**src/design/nps_ram.sv**
```systemverilog
module nps_ram #(
    parameter int WIDTH = 8,
    parameter int DEPTH = 16
) (
    input  logic                     i_clk,
    input  logic                     i_we,
    input  logic [$clog2(DEPTH)-1:0] i_waddr,
    input  logic [WIDTH-1:0]         i_wdata,
    input  logic                     i_re,
    input  logic [$clog2(DEPTH)-1:0] i_raddr,
    output logic [WIDTH-1:0]         o_rdata
);

    logic [WIDTH-1:0] r_mem [DEPTH];
    logic [WIDTH-1:0] r_rdata;

    always_ff @(posedge i_clk) begin
        if (i_we) begin
            r_mem[i_waddr] <= i_wdata;
        end
        if (i_re) begin
            r_rdata <= r_mem[i_raddr];
        end
    end

    assign o_rdata = r_rdata;

endmodule

```
**config.mk**
```make
export PLATFORM = sky130hd
export DESIGN_NAME = nps_ram
export DESIGN_NICKNAME = d
export VERILOG_FILES = /design/src/design/nps_ram.sv
export SDC_FILE = /design/constraint.sdc
export NUM_CORES = 1
export LEC_CHECK = 0
export BUFFER_PORTS_ARGS = -buffer_cell sky130_fd_sc_hd__clkbuf_2
export CORE_MARGIN = 3
export CORE_UTILIZATION = 40
export CTS_BUF_LIST = sky130_fd_sc_hd__clkbuf_4 sky130_fd_sc_hd__clkbuf_8
export DETAILED_ROUTE_END_ITERATION = 6
export GPL_TIMING_DRIVEN = 1
export MAX_ROUTING_LAYER = met4
export PLACE_DENSITY = 0.63
export SETUP_SLACK_MARGIN = 0.2
export SLEW_MARGIN = 20
export SYNTH_ARGS = -nofsm -noshare
export SYNTH_HDL_FRONTEND = slang
export SYNTH_SLANG_ARGS = --single-unit
```
**constraint.sdc**
```tcl
create_clock -name i_clk -period 6.3 [get_ports i_clk]
set_input_delay 1.575 -clock i_clk [delete_from_list [all_inputs] [get_ports i_clk]]
set_output_delay 1.575 -clock i_clk [all_outputs]
set_load 0.005 [all_outputs]
```
==> results by group <==
Synth
  • Cell taking the most area after synthesis: edfxtp_1
  • Most common library cells after synthesis: edfxtp_1 (136), mux4_2 (18), a22oi_1 (16)
  • Post-synth top flop: edfxtp_1
  • Yosys warns: 0
  • Dominant cells by area after synthesis: edfxtp_1 (78%), mux4_2 (7.8%), mux4_1 (7.0%), a22oi_1 (2.3%), nor2_1 (0.93%)
  • Most numerous cell in the Yosys netlist: edfxtp_1
  • Per-instance average area after synthesis: between 20 and 25 sq um
  • Synth Register Bits: 136
  • Netlist area before placement: 0.005228 sq mm
  • Share of synthesized area occupied by flip-flops and latches: approximately four fifths
  • Fraction of post-synthesis cell area in the top cell type by area: 78.12%
  • Number of nets in the synthesized netlist: 248
  • Unique masters post-synth: 18
  • Gate count of the mapped netlist: 229
  • Ys async rst share: 0%
  • Number of flops mapped to enable cells by yosys: 136

Floorplan
  • Vertical extent of the die: 120.3 microns
  • Initial standard-cell utilization of the core: 41.09%
  • # IOs: 27
  • Number of placement rows: about 40
  • Die area: ~0.014 sq mm
  • Width of the die: 120.3 microns
  • Area of the placeable core: 0.01272 sq mm

Global route
  • Total Routing Usage GR: roughly 15%
  • Number of antenna violations at the first check in global routing: 0
  • Largest net degree at the start of global routing: 33
  • Global-route wire length before repair: 14590 microns
  • Global route overflow: 0
  • Vias in the first global route: about 2500

Route
  • Antenna violation net count after detailed routing: 0
  • DRC Markers: 0
  • Via count: 2374
  • Total wirelength of the detailed-routed design: 9482 microns
  • Average via count per standard cell: about 5.2
  • Average wire length per cell after detail routing: around 21 microns
  • Iteration-0 DRC Markers: about 170
  • Pre-antenna DRT Iters: 4

Worst setup path
  • Sort of element at the start of the critical path: input port
  • Data required time of the worst path: 6.45 ns
  • Flop2flop setup slack: 4.79 ns
  • Worst setup path category: input port to flop
  • Crit path arrival time: 3.13 ns
  • Kind of capture point of the worst setup path: flop
  • Maximum fanout along the worst path: 32

Timing
  • Final sum of negative setup slack: 0 ns
  • Worst clock skew: 0.01217 ns
  • Count of final setup violators: 0
  • Smallest setup slack after layout: 3.323 ns
  • Max-slew violation total from the final report: 0
  • Final critical path time including I/O delays and setup: 2.977 ns
  • Setup repair after global routing missed its margin: false
  • Count of final hold-check violations: 0
  • Slew headroom: between 30% and 40%
  • Slew @ Worst Pin: 0.9426 ns
  • Period utilization: 47.26%
  • Achievable clock frequency: 335.9 MHz

Layout
  • Antenna diode instance count: 0
  • Area of all placed cells without fillers: 0.005971 sq mm
  • Synthesis-to-finish area growth: 14.22%
  • Number of nets in the layout: 288
  • Share of cells above drive strength 1: 29.08%
  • Fill cell count: 1100

Clocking
  • Post-CTS Setup Bufs: 0
  • Deepest clock path buffer count: 2
  • # H-tree levels: 4
  • Sink count of the clock tree: 136
  • Post-cts hold buffer count: 0
  • Worst skew pair latency: 0.43 ns
  • Total CTS buffers: 17
  • TritonCTS clock tree: yes
  • CTS Root Cell: clkbuf_8
  • Post-CTS sizing: 0
  • Clock Pin Slew Worst Setup and Hold Paths: 0.08 ns

Placed design
  • Detail Placement HPWL: 5945 microns
  • Placement Cell Area: 0.005524 sq mm
  • Dpl ws: between 2 and 3 ns
  • Final Wtd Congestion: 0.7643
  • Port Buf Inserts: 26

Hold path
  • Worst min-delay path class: flop to flop

Outcome
  • Run status: completed

Power
  • PD cells: 316.9 mW/mm^2
  • Static power due to leakage: 0.001958 uW
  • Worst vdd ir: 0.0001500 V

Run
  • Reported max-cap violation count: 0
-- metrics by stage --
stage               power [uW]  cells  hold slack, ns  util (%)
finish                    1892    454          0.7535     46.93
CTS                       1912    454          0.7570     46.93
floorplan                 1094    229          0.7048         -
global route              1957    454          0.7907     46.93
detailed placement        1132    422          0.7357     43.42
global placement          1130    422          0.7288     43.42
-- cells in the final DEF (no fill, tap or decap), drive strengths merged --
master	n
clkinvlp	4
or3b	1
nand2	9
and2b	1
nor2b	1
nand3b	2
buf	5
nand2b	2
clkbuf	44
edfxtp	136
bufinv	5
mux4	32
nand3	1
and2	1
nor2	13
a22oi	16
clkinv	5
nor3	4
-- layer usage --
metal	wire length [microns]	up-vias	share of wire, %	GRT usage [%]
met2	4572	74	48	20.86
met1	3982	1227	42	19.94
met5	0	-	0	-
met4	168	0	1.8	5.453
li1	-	1060	-	-
met3	758	13	8.0	4.911
-- state kept, by name (all words and copies together), names as in the netlist --
name and count:
o_rdata 8, r_mem 128
-- cells by family (layout without fill, tap and decap cells) --
kind of cell    count (synthesis)  in the layout  synth area share (%)
compound gates                 16             16                 2.298
buf+inv                        10             63                 1.651
flops                         136            136                 78.12
mux                            32             32                 14.79
simple gates                   35             35                 3.136
-- final timing paths --
check,startpoint,to,cells past startpoint
max reg2reg,r_mem[9][5],o_rdata[5],3
min,r_mem[13][2],o_rdata[2],3
max,i_raddr[0],o_rdata[5],5
min reg2reg,r_mem[13][2],o_rdata[2],3
-- critical path, cell delays in order --
cell	delay (ns)
clkbuf_2	0.08
buf_4	0.47
mux4_1	0.62
a22oi_1	0.22
nand2_1	0.14
-- area by class of cell --
type	count	area [sq um]	share of cell area (%)
Clock inverter	14	205.2	3.437
Sequential cell	136	4084	68.40
Tap cell	172	215.2	3.604
Timing Repair Buffer	31	167.7	2.808
Clock buffer	18	241.5	4.044
Multi-Input combinational cell	83	1057	17.71
-- power breakdown --
part / total (uW) / internal (uW) / switching [uW]
logic: 85.4 / 35.7 / 49.7
clock network: 782 / 471 / 311
registers: 1020 / 1020 / 5.33
total: 1890 / 1530 / 366
(Power assumes the default switching activity.)
