## src/design/nps_pkg.sv

```systemverilog
package nps_pkg;

    localparam int MAX_POINTS = 64;
    localparam int DIM        = 6;
    localparam int COORD_W    = 16;

    localparam int NUM_COORDS = 6;
    localparam int IO_COORD_W = 16;
    localparam int PARENT_W   = 16;
    localparam int INDEX_W    = 6;
    localparam int DIST_W     = 35;
    localparam int DIMS_W     = 3;
    localparam int KIND_W     = 2;
    localparam int STATUS_W   = 2;

    localparam int ADDR_W = $clog2(MAX_POINTS);
    localparam int CNT_W  = $clog2(MAX_POINTS + 1);
    localparam int DIFF_W = COORD_W + 1;
    localparam int SQ_W   = 2 * COORD_W;

    localparam logic [DIMS_W-1:0] DIMS_MAX = DIMS_W'(DIM);
    localparam logic [DIMS_W-1:0] DIMS_MIN = DIMS_W'(1);

    typedef enum logic [KIND_W-1:0] {
        KIND_START = 2'd0,
        KIND_ADD   = 2'd1,
        KIND_QUERY = 2'd2
    } t_kind;

    typedef enum logic [STATUS_W-1:0] {
        STATUS_OK    = 2'd0,
        STATUS_FULL  = 2'd1,
        STATUS_EMPTY = 2'd2
    } t_status;

    typedef enum logic [1:0] {
        ST_IDLE,
        ST_SCAN,
        ST_WAIT
    } t_state;

    typedef logic [DIM-1:0][COORD_W-1:0] t_coords;

    typedef struct packed {
        logic [KIND_W-1:0]            kind;
        logic [PARENT_W-1:0]          parent_id;
        logic signed [IO_COORD_W-1:0] coord_0;
        logic signed [IO_COORD_W-1:0] coord_1;
        logic signed [IO_COORD_W-1:0] coord_2;
        logic signed [IO_COORD_W-1:0] coord_3;
        logic signed [IO_COORD_W-1:0] coord_4;
        logic signed [IO_COORD_W-1:0] coord_5;
    } t_in;

    typedef struct packed {
        logic [STATUS_W-1:0]          status;
        logic [INDEX_W-1:0]           nearest_index;
        logic [PARENT_W-1:0]          nearest_parent;
        logic [DIST_W-1:0]            distance_sq;
        logic signed [IO_COORD_W-1:0] near_c0;
        logic signed [IO_COORD_W-1:0] near_c1;
        logic signed [IO_COORD_W-1:0] near_c2;
        logic signed [IO_COORD_W-1:0] near_c3;
        logic signed [IO_COORD_W-1:0] near_c4;
        logic signed [IO_COORD_W-1:0] near_c5;
    } t_out;

    typedef struct packed {
        logic [PARENT_W-1:0] parent;
        t_coords             coord;
    } t_entry;

    typedef struct packed {
        logic valid;
        logic last;
    } t_scan_ctl;

    typedef struct packed {
        logic [ADDR_W-1:0] idx;
        t_entry            entry;
        logic [DIST_W-1:0] dist_sq;
    } t_best;

    function automatic t_coords in_coords(t_in d);
        logic [NUM_COORDS-1:0][IO_COORD_W-1:0] all;
        t_coords c;
        all = {d.coord_5, d.coord_4, d.coord_3, d.coord_2, d.coord_1, d.coord_0};
        c = '0;
        for (int j = 0; j < DIM; j++) begin
            c[j] = COORD_W'($signed(all[j]));
        end
        return c;
    endfunction

    function automatic t_out status_result(t_status s);
        t_out r;
        r = '0;
        r.status = s;
        return r;
    endfunction

    function automatic t_out make_result(t_best b);
        logic [NUM_COORDS-1:0][IO_COORD_W-1:0] c;
        t_out r;
        c = '0;
        for (int j = 0; j < DIM; j++) begin
            c[j] = IO_COORD_W'(b.entry.coord[j]);
        end
        r = '0;
        r.status         = STATUS_OK;
        r.nearest_index  = INDEX_W'(b.idx);
        r.nearest_parent = b.entry.parent;
        r.distance_sq    = b.dist_sq;
        r.near_c0        = c[0];
        r.near_c1        = c[1];
        r.near_c2        = c[2];
        r.near_c3        = c[3];
        r.near_c4        = c[4];
        r.near_c5        = c[5];
        return r;
    endfunction

endpackage

```

## src/design/nps_dist.sv

```systemverilog
module nps_dist (
    input  logic                              i_clk,
    input  logic                              i_rst_n,
    input  nps_pkg::t_scan_ctl                i_ctl,
    input  logic [nps_pkg::ADDR_W-1:0]        i_idx,
    input  nps_pkg::t_entry                   i_entry,
    input  nps_pkg::t_coords                  i_query,
    input  logic [nps_pkg::DIMS_W-1:0]        i_dims,
    output nps_pkg::t_scan_ctl                o_ctl,
    output logic [nps_pkg::ADDR_W-1:0]        o_idx,
    output nps_pkg::t_entry                   o_entry,
    output logic [nps_pkg::DIST_W-1:0]        o_dist
);

    logic signed [nps_pkg::DIFF_W-1:0]   diff [nps_pkg::DIM];
    logic signed [2*nps_pkg::DIFF_W-1:0] prod [nps_pkg::DIM];

    logic [nps_pkg::DIM-1:0][nps_pkg::SQ_W-1:0] r_sq, n_sq;
    nps_pkg::t_scan_ctl                         r_ctl1, r_ctl2;
    logic [nps_pkg::ADDR_W-1:0]                 r_idx1, r_idx2;
    nps_pkg::t_entry                            r_entry1, r_entry2;
    logic [nps_pkg::DIST_W-1:0]                 r_dist, n_dist;

    // stage 1: per-lane difference and square
    always_comb begin
        for (int j = 0; j < nps_pkg::DIM; j++) begin
            diff[j] = $signed({i_query[j][nps_pkg::COORD_W-1], i_query[j]})
                    - $signed({i_entry.coord[j][nps_pkg::COORD_W-1], i_entry.coord[j]});
            prod[j] = diff[j] * diff[j];
            n_sq[j] = (nps_pkg::DIMS_W'(j) < i_dims) ? prod[j][nps_pkg::SQ_W-1:0] : '0;
        end
    end

    // stage 2: lane sum
    always_comb begin
        n_dist = '0;
        for (int j = 0; j < nps_pkg::DIM; j++) begin
            n_dist = n_dist + nps_pkg::DIST_W'(r_sq[j]);
        end
    end

    always_ff @(posedge i_clk) begin
        if (!i_rst_n) begin
            r_ctl1 <= '0;
            r_ctl2 <= '0;
        end else begin
            r_ctl1 <= i_ctl;
            r_ctl2 <= r_ctl1;
        end
    end

    always_ff @(posedge i_clk) begin
        r_sq     <= n_sq;
        r_idx1   <= i_idx;
        r_entry1 <= i_entry;
        r_dist   <= n_dist;
        r_idx2   <= r_idx1;
        r_entry2 <= r_entry1;
    end

    assign o_ctl   = r_ctl2;
    assign o_idx   = r_idx2;
    assign o_entry = r_entry2;
    assign o_dist  = r_dist;

endmodule

```

## config.mk

```make
export PLATFORM = sky130hd
export DESIGN_NAME = nps_dist
export DESIGN_NICKNAME = d
export VERILOG_FILES = /design/src/design/nps_pkg.sv /design/src/design/nps_dist.sv
export SDC_FILE = /design/constraint.sdc
export NUM_CORES = 2
export LEC_CHECK = 0
export ABC_AREA = 1
export BUFFER_PORTS_ARGS = -buffer_cell sky130_fd_sc_hd__buf_4
export CAP_MARGIN = 30
export CORE_AREA = 2 2 406 408
export DETAILED_ROUTE_END_ITERATION = 12
export DIE_AREA = 0 0 408 410
export PLACE_DENSITY = 0.75
export SETUP_SLACK_MARGIN = 0.4
export SKIP_CTS_REPAIR_TIMING = 1
export SYNTH_ARGS = -nofsm -noshare
export SYNTH_HDL_FRONTEND = slang
export SYNTH_SLANG_ARGS = --single-unit
```

## constraint.sdc

```tcl
create_clock -name i_clk -period 9.1 [get_ports i_clk]
set_input_delay 1.82 -clock i_clk [delete_from_list [all_inputs] [get_ports i_clk]]
set_output_delay 1.82 -clock i_clk [all_outputs]
set_load 0.01 [all_outputs]
```

==> results.cfg <==
[status]
status = finished, final reports clean

[critical_path]
slowest_stage = fa_1
max_stage_delay_ps = 500
r2r_setup_slack_ps = 4600
crit_top_cell = fa_1
crit_path_end_kind = register
worst-setup-path-type = in -> reg
required_ps = 9710
cp-start-kind = primary input
crit_arrival_ps = 9080
cp_max_fo = 9
reg2reg_depth = 14

[sta]
max_slew.worst_pin.slew_ps = 902
grt_setup_unrepaired = yes
maxSlewHeadroom = 0.399
fin_tns_setup_ps = 0
hold_violations = 0
fmax_mhz = 118
fin_crit_ps = 8470
fin_skew_ps = 38.8
setup_ws_ps = 633
setup_viol_count_final = 0
post-route-period-util = 0.930
maxSlewViolCount = 0

[floorplan]
die_y_um = 410
rows = 149
die_x_um = 408
ios = 376
die_area_mm2 = 0.167
initial_core_util = 0.475
fp.coreArea_mm2 = 0.163

[hold_path]
min_path_cells = 0
hold_path_class = reg -> reg

[finish]
fin_area_mm2 = 0.0862
multi_input_area_mm2 = 0.0579
fillers = 15000
final_nets = 12100
areaGrowthSynthToFinish_pct = 11.0
regArea_mm2 = 0.00923
stdcell_count = 11800
drive_gt1_frac = 0.0859

[place]
portBuffers = 375
dp_cells = 11700
postPlaceCellArea_mm2 = 0.0841
post-place-ws_ps = -188
hpwlAfterDp_um = 174000
gp_congestion = 0.971

[clock_network]
h-tree-depth = 2
cts.sinks = 461
clock_path_buffers = 3
clk_latency_ps = 740
cts_buffers = 54
path_clk_slew_ps = 60
root_buffer = clkbuf_16
tritoncts = done

[yosys]
ys_warn_count = 0
synth.distinct_cells = 64
synth_ff_type = dfxtp_1
syn_area_mm2 = 0.0776
yosysSeqAreaShare = 0.119
synth_edf_count = 0
synth.ff_latch_count = 461
synthCells = 9089
syn_area_per_cell_um2 = 8.54
async_reset_ff_frac = 0

[run]
maxCapViolCount = 0

[drt]
firstDrtPassIters = 6
wl_met2_um = 96400
met1_length_um = 84000
routed_via_density = 5.00
drc_errors = 0
wl_um = 200000
top_layer = met5
via_count = 59200
ant_nets = 0
routedWlPerCell_um = 16.9
wl_met3_um = 13900
drt_iter0_markers = 3660

[global_routing]
grt_overflow_total = 0
grt_pass1_wl_um = 332000
antenna_found_initial = 7
grt_pass1_vias = 64500
track_usage = 0.248
grt_max_degree = 32
[area by class of cell]
| type | count | share of cell area |
|---|---|---|
| Antenna cell | 3 | 0.0000871 |
| Timing Repair Buffer | 577 | 0.0507 |
| Sequential cell | 461 | 0.107 |
| Inverter | 2656 | 0.116 |
| Multi-Input combinational cell | 5842 | 0.672 |
| Tap cell | 2189 | 0.0318 |
| Clock buffer | 68 | 0.0172 |
| Clock inverter | 32 | 0.00545 |
[path summary, 6_finish.rpt]
check | startpoint | to
worst min-delay path | r_entry1[93] | o_entry[93]
worst max-delay path | i_entry[80] | r_sq[180]
worst max register to register | r_sq[179] | o_dist[25]
worst min register to register | r_entry1[93] | o_entry[93]
[cells by family after synthesis]
group,count (synthesis),synth area share
xor+xnor,154,0.0197
flops,461,0.119
other cells,2,0.0000968
simple gates,2551,0.134
fa+ha+maj,2275,0.529
compound gates,858,0.0625
buf+inv,2788,0.136
[cell usage in the layout, fill, tap and decap left out, types with 14 or more instances in the layout]
cell	count
buf_4	574
nand2_1	1209
clkbuf_16	54
nand3b_1	17
inv_1	2618
a21o_1	45
dfxtp_1	461
nand3_1	173
o21bai_1	30
xor2_1	91
nand4_1	44
a21oi_1	434
ha_1	597
o21a_1	43
or2_2	37
nor4_1	18
o21ai_1	14
fa_1	1677
nor3_1	48
nor2_1	937
nand2_2	17
inv_2	30
xnor2_1	47
o21ai_0	200
[worst max-delay path: cells and delay by family]
kind / cells / cell delay, ps
AOI/OAI and AO/OA: 7 / 1440
buffers and inverters: 6 / 580
and+or+nand+nor: 8 / 1270
adders and majority gates: 9 / 3960
[flip-flops by register name, indices dropped and copies added, names as in the netlist]
signal / count
o_idx: 6
o_dist: 35
o_ctl: 2
r_sq: 186
r_idx1: 6
r_entry1: 112
r_ctl1: 2
o_entry: 112
[layer usage]
metal	vias up	track usage
met3	342	0.0405
met1	29400	0.331
met4	2	0.0697
li1	27600	-
met2	1840	0.416
met5	-	0
[synthesized netlist by cell type, types with 44 or more instances]
| library cell | number | share of area |
|---|---|---|
| inv_1 | 2620 | 0.13 |
| fa_1 | 1677 | 0.43 |
| nand2_1 | 1212 | 0.059 |
| nor2_1 | 939 | 0.045 |
| ha_1 | 598 | 0.096 |
| dfxtp_1 | 461 | 0.12 |
| a21oi_1 | 441 | 0.028 |
| o21ai_0 | 207 | 0.013 |
| nand3_1 | 173 | 0.011 |
| xor2_1 | 91 | 0.010 |
| clkbuf_1 | 65 | 0.0031 |
| buf_2 | 56 | 0.0036 |
| nor3_1 | 49 | 0.0032 |
| xnor2_1 | 47 | 0.0053 |
| a21o_1 | 45 | 0.0044 |
| nand4_1 | 44 | 0.0035 |
[stage by stage]
step           hold slack, ps   util
6_report                  326  0.527
2_1_floorplan             310      -
4_1_cts                   326  0.526
3_5_place_dp              312  0.515
5_1_grt                   329  0.527
3_3_place_gp              310  0.515
Power is left out: the tool's default activity adds up to more than one toggle a clock period on the data nets, which glitch-free logic cannot reach.
