--- src/design/nps_pkg.sv ---
package nps_pkg;

    localparam int MAX_POINTS = 64;
    localparam int DIM        = 6;
    localparam int COORD_W    = 16;

    localparam int NUM_COORDS = 6;
    localparam int IO_COORD_W = 16;
    localparam int PARENT_W   = 16;
    localparam int INDEX_W    = 6;
    localparam int DIST_W     = 35;
    localparam int DIMS_W     = 3;
    localparam int KIND_W     = 2;
    localparam int STATUS_W   = 2;

    localparam int ADDR_W = $clog2(MAX_POINTS);
    localparam int CNT_W  = $clog2(MAX_POINTS + 1);
    localparam int DIFF_W = COORD_W + 1;
    localparam int SQ_W   = 2 * COORD_W;

    localparam logic [DIMS_W-1:0] DIMS_MAX = DIMS_W'(DIM);
    localparam logic [DIMS_W-1:0] DIMS_MIN = DIMS_W'(1);

    typedef enum logic [KIND_W-1:0] {
        KIND_START = 2'd0,
        KIND_ADD   = 2'd1,
        KIND_QUERY = 2'd2
    } t_kind;

    typedef enum logic [STATUS_W-1:0] {
        STATUS_OK    = 2'd0,
        STATUS_FULL  = 2'd1,
        STATUS_EMPTY = 2'd2
    } t_status;

    typedef enum logic [1:0] {
        ST_IDLE,
        ST_SCAN,
        ST_WAIT
    } t_state;

    typedef logic [DIM-1:0][COORD_W-1:0] t_coords;

    typedef struct packed {
        logic [KIND_W-1:0]            kind;
        logic [PARENT_W-1:0]          parent_id;
        logic signed [IO_COORD_W-1:0] coord_0;
        logic signed [IO_COORD_W-1:0] coord_1;
        logic signed [IO_COORD_W-1:0] coord_2;
        logic signed [IO_COORD_W-1:0] coord_3;
        logic signed [IO_COORD_W-1:0] coord_4;
        logic signed [IO_COORD_W-1:0] coord_5;
    } t_in;

    typedef struct packed {
        logic [STATUS_W-1:0]          status;
        logic [INDEX_W-1:0]           nearest_index;
        logic [PARENT_W-1:0]          nearest_parent;
        logic [DIST_W-1:0]            distance_sq;
        logic signed [IO_COORD_W-1:0] near_c0;
        logic signed [IO_COORD_W-1:0] near_c1;
        logic signed [IO_COORD_W-1:0] near_c2;
        logic signed [IO_COORD_W-1:0] near_c3;
        logic signed [IO_COORD_W-1:0] near_c4;
        logic signed [IO_COORD_W-1:0] near_c5;
    } t_out;

    typedef struct packed {
        logic [PARENT_W-1:0] parent;
        t_coords             coord;
    } t_entry;

    typedef struct packed {
        logic valid;
        logic last;
    } t_scan_ctl;

    typedef struct packed {
        logic [ADDR_W-1:0] idx;
        t_entry            entry;
        logic [DIST_W-1:0] dist_sq;
    } t_best;

    function automatic t_coords in_coords(t_in d);
        logic [NUM_COORDS-1:0][IO_COORD_W-1:0] all;
        t_coords c;
        all = {d.coord_5, d.coord_4, d.coord_3, d.coord_2, d.coord_1, d.coord_0};
        c = '0;
        for (int j = 0; j < DIM; j++) begin
            c[j] = COORD_W'($signed(all[j]));
        end
        return c;
    endfunction

    function automatic t_out status_result(t_status s);
        t_out r;
        r = '0;
        r.status = s;
        return r;
    endfunction

    function automatic t_out make_result(t_best b);
        logic [NUM_COORDS-1:0][IO_COORD_W-1:0] c;
        t_out r;
        c = '0;
        for (int j = 0; j < DIM; j++) begin
            c[j] = IO_COORD_W'(b.entry.coord[j]);
        end
        r = '0;
        r.status         = STATUS_OK;
        r.nearest_index  = INDEX_W'(b.idx);
        r.nearest_parent = b.entry.parent;
        r.distance_sq    = b.dist_sq;
        r.near_c0        = c[0];
        r.near_c1        = c[1];
        r.near_c2        = c[2];
        r.near_c3        = c[3];
        r.near_c4        = c[4];
        r.near_c5        = c[5];
        return r;
    endfunction

endpackage

--- src/design/nps_best.sv ---
module nps_best (
    input  logic                       i_clk,
    input  logic                       i_rst_n,
    input  nps_pkg::t_scan_ctl         i_ctl,
    input  logic [nps_pkg::ADDR_W-1:0] i_idx,
    input  nps_pkg::t_entry            i_entry,
    input  logic [nps_pkg::DIST_W-1:0] i_dist,
    output nps_pkg::t_best             o_best,
    output logic                       o_done
);

    nps_pkg::t_best r_best;
    logic           r_done;
    logic           take;

    // entry 0 seeds the scan and keeps ties; later entries take ties from each other
    always_comb begin
        take = i_ctl.valid
            && ((i_idx == '0)
                || (i_dist < r_best.dist_sq)
                || ((i_dist == r_best.dist_sq) && (r_best.idx != '0)));
    end

    always_ff @(posedge i_clk) begin
        if (!i_rst_n) begin
            r_done <= 1'b0;
        end else begin
            r_done <= i_ctl.valid && i_ctl.last;
        end
    end

    always_ff @(posedge i_clk) begin
        if (take) begin
            r_best.idx     <= i_idx;
            r_best.entry   <= i_entry;
            r_best.dist_sq <= i_dist;
        end
    end

    assign o_best = r_best;
    assign o_done = r_done;

endmodule

--- config.mk ---
export PLATFORM = sky130hd
export DESIGN_NAME = nps_best
export DESIGN_NICKNAME = d
export VERILOG_FILES = /design/src/design/nps_pkg.sv /design/src/design/nps_best.sv
export SDC_FILE = /design/constraint.sdc
export NUM_CORES = 1
export LEC_CHECK = 0
export ABC_CLOCK_PERIOD_IN_PS = 17320
export BUFFER_PORTS_ARGS = -buffer_cell sky130_fd_sc_hd__buf_2
export CAP_MARGIN = 15
export CELL_PAD_IN_SITES_DETAIL_PLACEMENT = 0
export CELL_PAD_IN_SITES_GLOBAL_PLACEMENT = 1
export CORE_UTILIZATION = 37
export CTS_CLUSTER_DIAMETER = 150
export DETAILED_ROUTE_END_ITERATION = 12
export GPL_TIMING_DRIVEN = 0
export PLACE_DENSITY = 0.91
export REMOVE_ABC_BUFFERS = 1
export SETUP_SLACK_MARGIN = 0.02
export SKIP_LAST_GASP = 1
export SYNTH_ARGS = -nofsm -noshare
export SYNTH_HDL_FRONTEND = slang
export SYNTH_SLANG_ARGS = --single-unit
--- constraint.sdc ---
create_clock -name i_clk -period 17.32 [get_ports i_clk]
set_clock_uncertainty 0.15 [all_clocks]
set_input_delay 2.598 -clock i_clk [delete_from_list [all_inputs] [get_ports i_clk]]
set_output_delay 2.598 -clock i_clk [all_outputs]
set_load 0.02 [all_outputs]
==> impl_metrics.yaml, run 1 <==
global_route:
  gr-usage-met3: 0.0601
  grt_most_used_layer: "met2"
  antenna_found_initial: 0
  track_usage: 0.181
  met1_usage: 0.202
  grt_pass1_vias: 3934
  met2_usage: 0.321
  grt_max_degree: 20
  grt_pass1_wl_um: 21100
  grt_overflow: 0
worst_setup_path:
  r2r_start: "o_best[13]"
  cp-endpoint: "o_best[128]"
  cp.required_ns: 17.28
  endpoint_kind: "register"
  startpoint_type: "input pin"
  crit_start: "i_dist[13]"
  reg2reg_to: "o_best[128]"
  cp_data_arrival_time_ns: 5.61
  critPathKind: "input pin to register"
  critPathMaxFanout: 17
  worst_r2r_path_depth: 12
  r2r_slack_ns: 13.58
finish:
  postLayoutCoreUtil: 0.553
  diodes: 0
  final-instance-count-excl-fill: 821
  drive_above_1_share: 0.556
  fill_cells: 1188
  nets: 816
  syn_to_final_growth_pct: 45.3
clocking:
  cts_tree: "yes"
  cts.sinks: 154
  cts_buffers: 17
  cts_setup_buffers: 0
  clkSlewWorstSetupHoldPaths_ns: 0.07
  cts_root_buffer: "clkbuf_16"
  clk_latency_ns: 0.41
  post_cts_resized: 0
  cts_max_level: 4
  cts_hold_buf: 0
  clk_path_buf_depth: 2
synthesis:
  yosysUniqueCellTypes: 25
  yosys_warnings: 0
  synth_area_um2: 5560
  syn_inst: 286
  synth-seq-area-share: 0.830
  avgSynthCellArea_um2: 19.4
  yosys_register_bits: 154
run_status:
  outcome: "completed"
die:
  die_w_um: 125
  fp.dieArea_um2: 15500
  coreArea_um2: 14600
  ios: 311
  initial_core_util: 0.381
  core.rowCount: 44
  die_h_um: 125
power:
  switching_share: 0.258
  p_seq_frac: 0.475
  p_per_area_nw_per_um2: 118
  p_comb_frac: 0.131
  netSwitchingPower_uw: 246
  clockPowerShare: 0.394
  p_int_uw: 708
  total_power_uw: 954
  ir_drop_v: 0.0000624
  leakage_uw: 0.00363
drt:
  dr.pass1.iters: 4
  viasPerCell: 4.59
  drtIter0Drc: 164
  ant_nets: 0
  wl_per_cell_um: 16.8
  drc: 0
  vias: 3765
  wirelength_um: 13800
place:
  hpwlAfterDp_um: 10900
  placed_cells: 789
  place.gp.congestion: 0.785
  io_buffer_count: 310
worst_hold_path:
  hold_class: "register to register"
  min_from: "o_best[18]"
sta:
  relSlewSlack: 0.387
  rsz0062_at_grt: "no"
  drv_slew: 0
  worstMarginPinSlew_ns: 0.920
  tns_ns: 0
  hold_violations: 0
  period_share: 0.326
  period_needed_ns: 5.65
  fmax_ghz: 0.177
  setup_viol: 0
job:
  maxCapViolations: 0
[state kept, by name, summed over array words and instances, names as in the netlist]
register and cells:
o_done 1, o_best 153
[layer usage]
metal,part of all wire,wire length (um),vias to the layer above
li1,-,-,1781
met1,0.38,5260,1797
met2,0.53,7300,168
met4,0.020,269,0
met3,0.069,946,19
met5,0,0,-
[stage by stage]
stage / area [um2] / hold WS, ns / setup slack, ns
after floorplan: 5560 / 2.55 / 8.81
after global placement: 7340 / 2.62 / 7.24
after detailed placement: 7470 / 1.14 / 11.18
after CTS: 8070 / 1.16 / 11.62
after global routing: 8070 / 1.22 / 11.40
final: 8070 / 1.12 / 11.67
[cell families after synthesis]
kind of cell / synth area share
AND/OR/NAND/NOR: 0.0315
buffers and inverters: 0.0250
adder cells (fa/ha/maj): 0.0788
AO/OA/AOI/OAI: 0.0342
flip-flops: 0.830
[final cells by class]
class | count | area [um2] | area share
Clock buffer | 17 | 425 | 0.0527
Sequential cell | 154 | 4610 | 0.572
Tap cell | 184 | 230 | 0.0285
Inverter | 37 | 139 | 0.0172
Multi-Input combinational cell | 95 | 803 | 0.0995
Clock inverter | 15 | 175 | 0.0217
Timing Repair Buffer | 319 | 1690 | 0.209
[how the worst min path moves through the flow]
stage | slack [ns] | depth (start not counted) | to
floorplan | 2.55 | 0 | o_best[0]
global placement | 2.62 | 1 | o_best[49]
detailed placement | 1.14 | 5 | o_best[34]
CTS | 1.16 | 5 | o_best[31]
global route | 1.22 | 5 | o_best[34]
finish | 1.12 | 5 | o_best[31]
[cells in the mapped netlist]
cell / number / share of area
ha_1: 35 / 0.079
nor4_1: 2 / 0.0023
o21ai_0: 5 / 0.0045
o21ai_1: 1 / 0.00090
and3_1: 2 / 0.0023
a21o_1: 3 / 0.0041
nand2_1: 6 / 0.0041
inv_1: 37 / 0.025
o21bai_1: 1 / 0.0014
a21oi_1: 13 / 0.012
nand4_1: 9 / 0.010
o211ai_1: 1 / 0.0014
edfxtp_1: 153 / 0.83
o31ai_1: 1 / 0.0014
nand3_1: 1 / 0.00090
a211oi_1: 3 / 0.0041
nor2_1: 3 / 0.0020
nor4_2: 2 / 0.0045
a22oi_2: 1 / 0.0023
nand3b_1: 2 / 0.0027
a221oi_1: 1 / 0.0016
and2_1: 1 / 0.0011
dfxtp_1: 1 / 0.0036
a31oi_1: 1 / 0.0011
and4_1: 1 / 0.0016
[power groups by stage]
stage               clock network [uW]  logic, uW  registers (uW)
global route                       397        134             456
global placement                     0        115             468
CTS                                384        126             454
finish                             376        125             453
detailed placement                   0        126             461
floorplan                            0       27.9             502
[cells in the final DEF, fill, tap and decap left out, types with 2 or more instances in the layout]
cell type,instances
buf_2,310
edfxtp_1,153
inv_1,37
ha_1,35
clkbuf_16,17
a21oi_1,13
nand4_1,9
buf_8,9
nand2_1,6
o21ai_0,5
inv_6,4
inv_8,4
clkinvlp_4,4
nor2_1,3
a211oi_1,3
a21o_1,3
nor4_1,2
nor4_2,2
and3_1,2
nand3b_1,2
bufinv_16,2
[worst max-delay path, cell delays in order]
cell	delay [ns]
buf_2	0.11
ha_1	0.33
nand4_1	0.12
nor4_2	0.37
a31oi_1	0.18
and2_1	0.19
a22oi_2	0.70
buf_8	0.26
buf_8	0.18
buf_8	0.18
buf_8	0.19
buf_8	0.18
Note: power is estimated with default switching activity, not from simulation.
==> run 2: changes to the inputs <==
ABC_CLOCK_PERIOD_IN_PS = 5880   (was 17320)
CORE_UTILIZATION = 35   (was 37)
PLACE_DENSITY = 0.87   (was 0.91)
clock period = 5.88 ns   (was 17.32 ns; I/O delays follow)
==> run 2 against run 1 <==
Effect of this change:
- clock power rose to 2.8 times the previous value
- power rose to 2.9 times the previous value
- routed wire length rose by 0.58%
- sequential power rose to 3.0 times the previous value
- largest cell class unchanged
- largest power group unchanged
==> impl_metrics.yaml, run 2 (synthesized netlist as in run 1, its figures left out) <==
sta:
  rsz0062_at_grt: "no"
  hold_violations: 0
  fmax_ghz: 0.270
  relSlewSlack: 0.377
  setup_viol: 0
  hold_ws_ns: 0.480
  worstMarginPinSlew_ns: 0.934
  drv_slew: 0
  tns_ns: 0
  period_needed_ns: 3.70
  period_share: 0.629
global_route:
  grt_max_degree: 22
  grt_overflow: 0
  grt_pass1_vias: 3938
  grt_pass1_wl_um: 20200
  antenna_found_initial: 0
  track_usage: 0.169
finish:
  final-instance-count-excl-fill: 847
  final_common_cell: "buf_2"
  nets: 815
  fill_cells: 1323
  drive_above_1_share: 0.553
  final_cell_mix: "buf_2 (310), edfxtp_1 (153), inv_1 (37), ha_1 (35), clkbuf_16 (17)"
  multi_input_area_um2: 803
  syn_to_final_growth_pct: 45.6
  diodes: 0
  register_area_um2: 4610
  largest_reg_flops: 153
  post-route-cell-area_um2: 8090
die:
  core.rowCount: 45
  initial_core_util: 0.361
  die_h_um: 128
  die_w_um: 128
  coreArea_um2: 15400
  fp.dieArea_um2: 16400
  ios: 311
drt:
  wl_per_cell_um: 16.4
  ant_nets: 0
  viasPerCell: 4.47
  dr.pass1.iters: 4
  wirelength_um: 13900
  drc: 0
  drtIter0Drc: 185
  vias: 3789
worst_setup_path:
  cp_slowest_stage_delay_ns: 0.78
  startpoint_type: "input pin"
  crit_top_cell: "buf_8"
  crit_chain: "buf_2, ha_1, a21oi_1, a21oi_1, o31ai_1, o211ai_1, a22oi_2, buf_8, buf_8, buf_8"
  endpoint_kind: "register"
  critPathKind: "input pin to register"
  cp.required_ns: 5.85
  critPathMaxFanout: 21
  cpMaxStageDelayCell: "a22oi_2"
  cp_data_arrival_time_ns: 3.67
job:
  maxCapViolations: 0
power:
  p_per_area_nw_per_um2: 342
  leakage_uw: 0.00362
  ir_drop_v: 0.000169
clocking:
  clk_latency_ns: 0.42
  clkSlewWorstSetupHoldPaths_ns: 0.07
  cts_tree: "yes"
  cts_buffers: 17
  post_cts_resized: 0
  cts_setup_buffers: 0
  cts_root_buffer: "clkbuf_16"
  cts.sinks: 154
  cts_hold_buf: 0
  cts_max_level: 4
  clk_path_buf_depth: 2
place:
  place_area_um2: 7500
  placed_cells: 815
  io_buffer_count: 310
  hpwlAfterDp_um: 11200
  place.gp.congestion: 0.713
worst_hold_path:
  hold_class: "input pin to register"
run_status:
  outcome: "completed"
## run 2: cell type report
class / instances / share of cell area
clock buffers: 17 / 0.0526
clock inverters: 15 / 0.0196
inverters: 37 / 0.0172
multi-input cells: 95 / 0.0993
flip-flops and latches: 154 / 0.570
well taps: 211 / 0.0326
repair buffers: 318 / 0.208
## run 2: where the power goes
group	leakage (uW)	internal [uW]	switching, uW
Combinational	0.00188	133	234
Clock	0.000277	598	465
Sequential	0.00146	1310	23.9
## run 2: routing by layer
metal	track usage	vias up	part of all wire	wire, um
met3	0.0530	36	0.073	1020
met4	0.0927	0	0.032	437
met1	0.189	1785	0.38	5330
met2	0.287	179	0.51	7070
li1	-	1789	-	-
met5	0	-	0	0
## run 2: through the flow
step	total power, uW	setup slack (ns)	util
final	2770	2.18	0.526
after global routing	2870	1.95	0.526
after CTS	2800	2.07	0.526
after detailed placement	1730	1.63	0.488
after global placement	1720	-2.73	0.480
after floorplan	1560	-0.914	-
## run 2: final timing paths
check / from / endpoint / slack, ns / cells after the start
worst max-delay path: i_dist[2] / o_best[54] / 2.18 / 10
worst min-delay path: i_entry[49] / o_best[84] / 0.48 / 1
worst max register to register: o_best[2] / o_best[54] / 2.37 / 10
worst min register to register: o_best[18] / o_best[31] / 1.17 / 5
## run 2: critical path, delay by kind of cell
family	cells	cell delay, ns
buf+inv	4	0.79
fa+ha+maj	1	0.34
compound gates	5	1.63
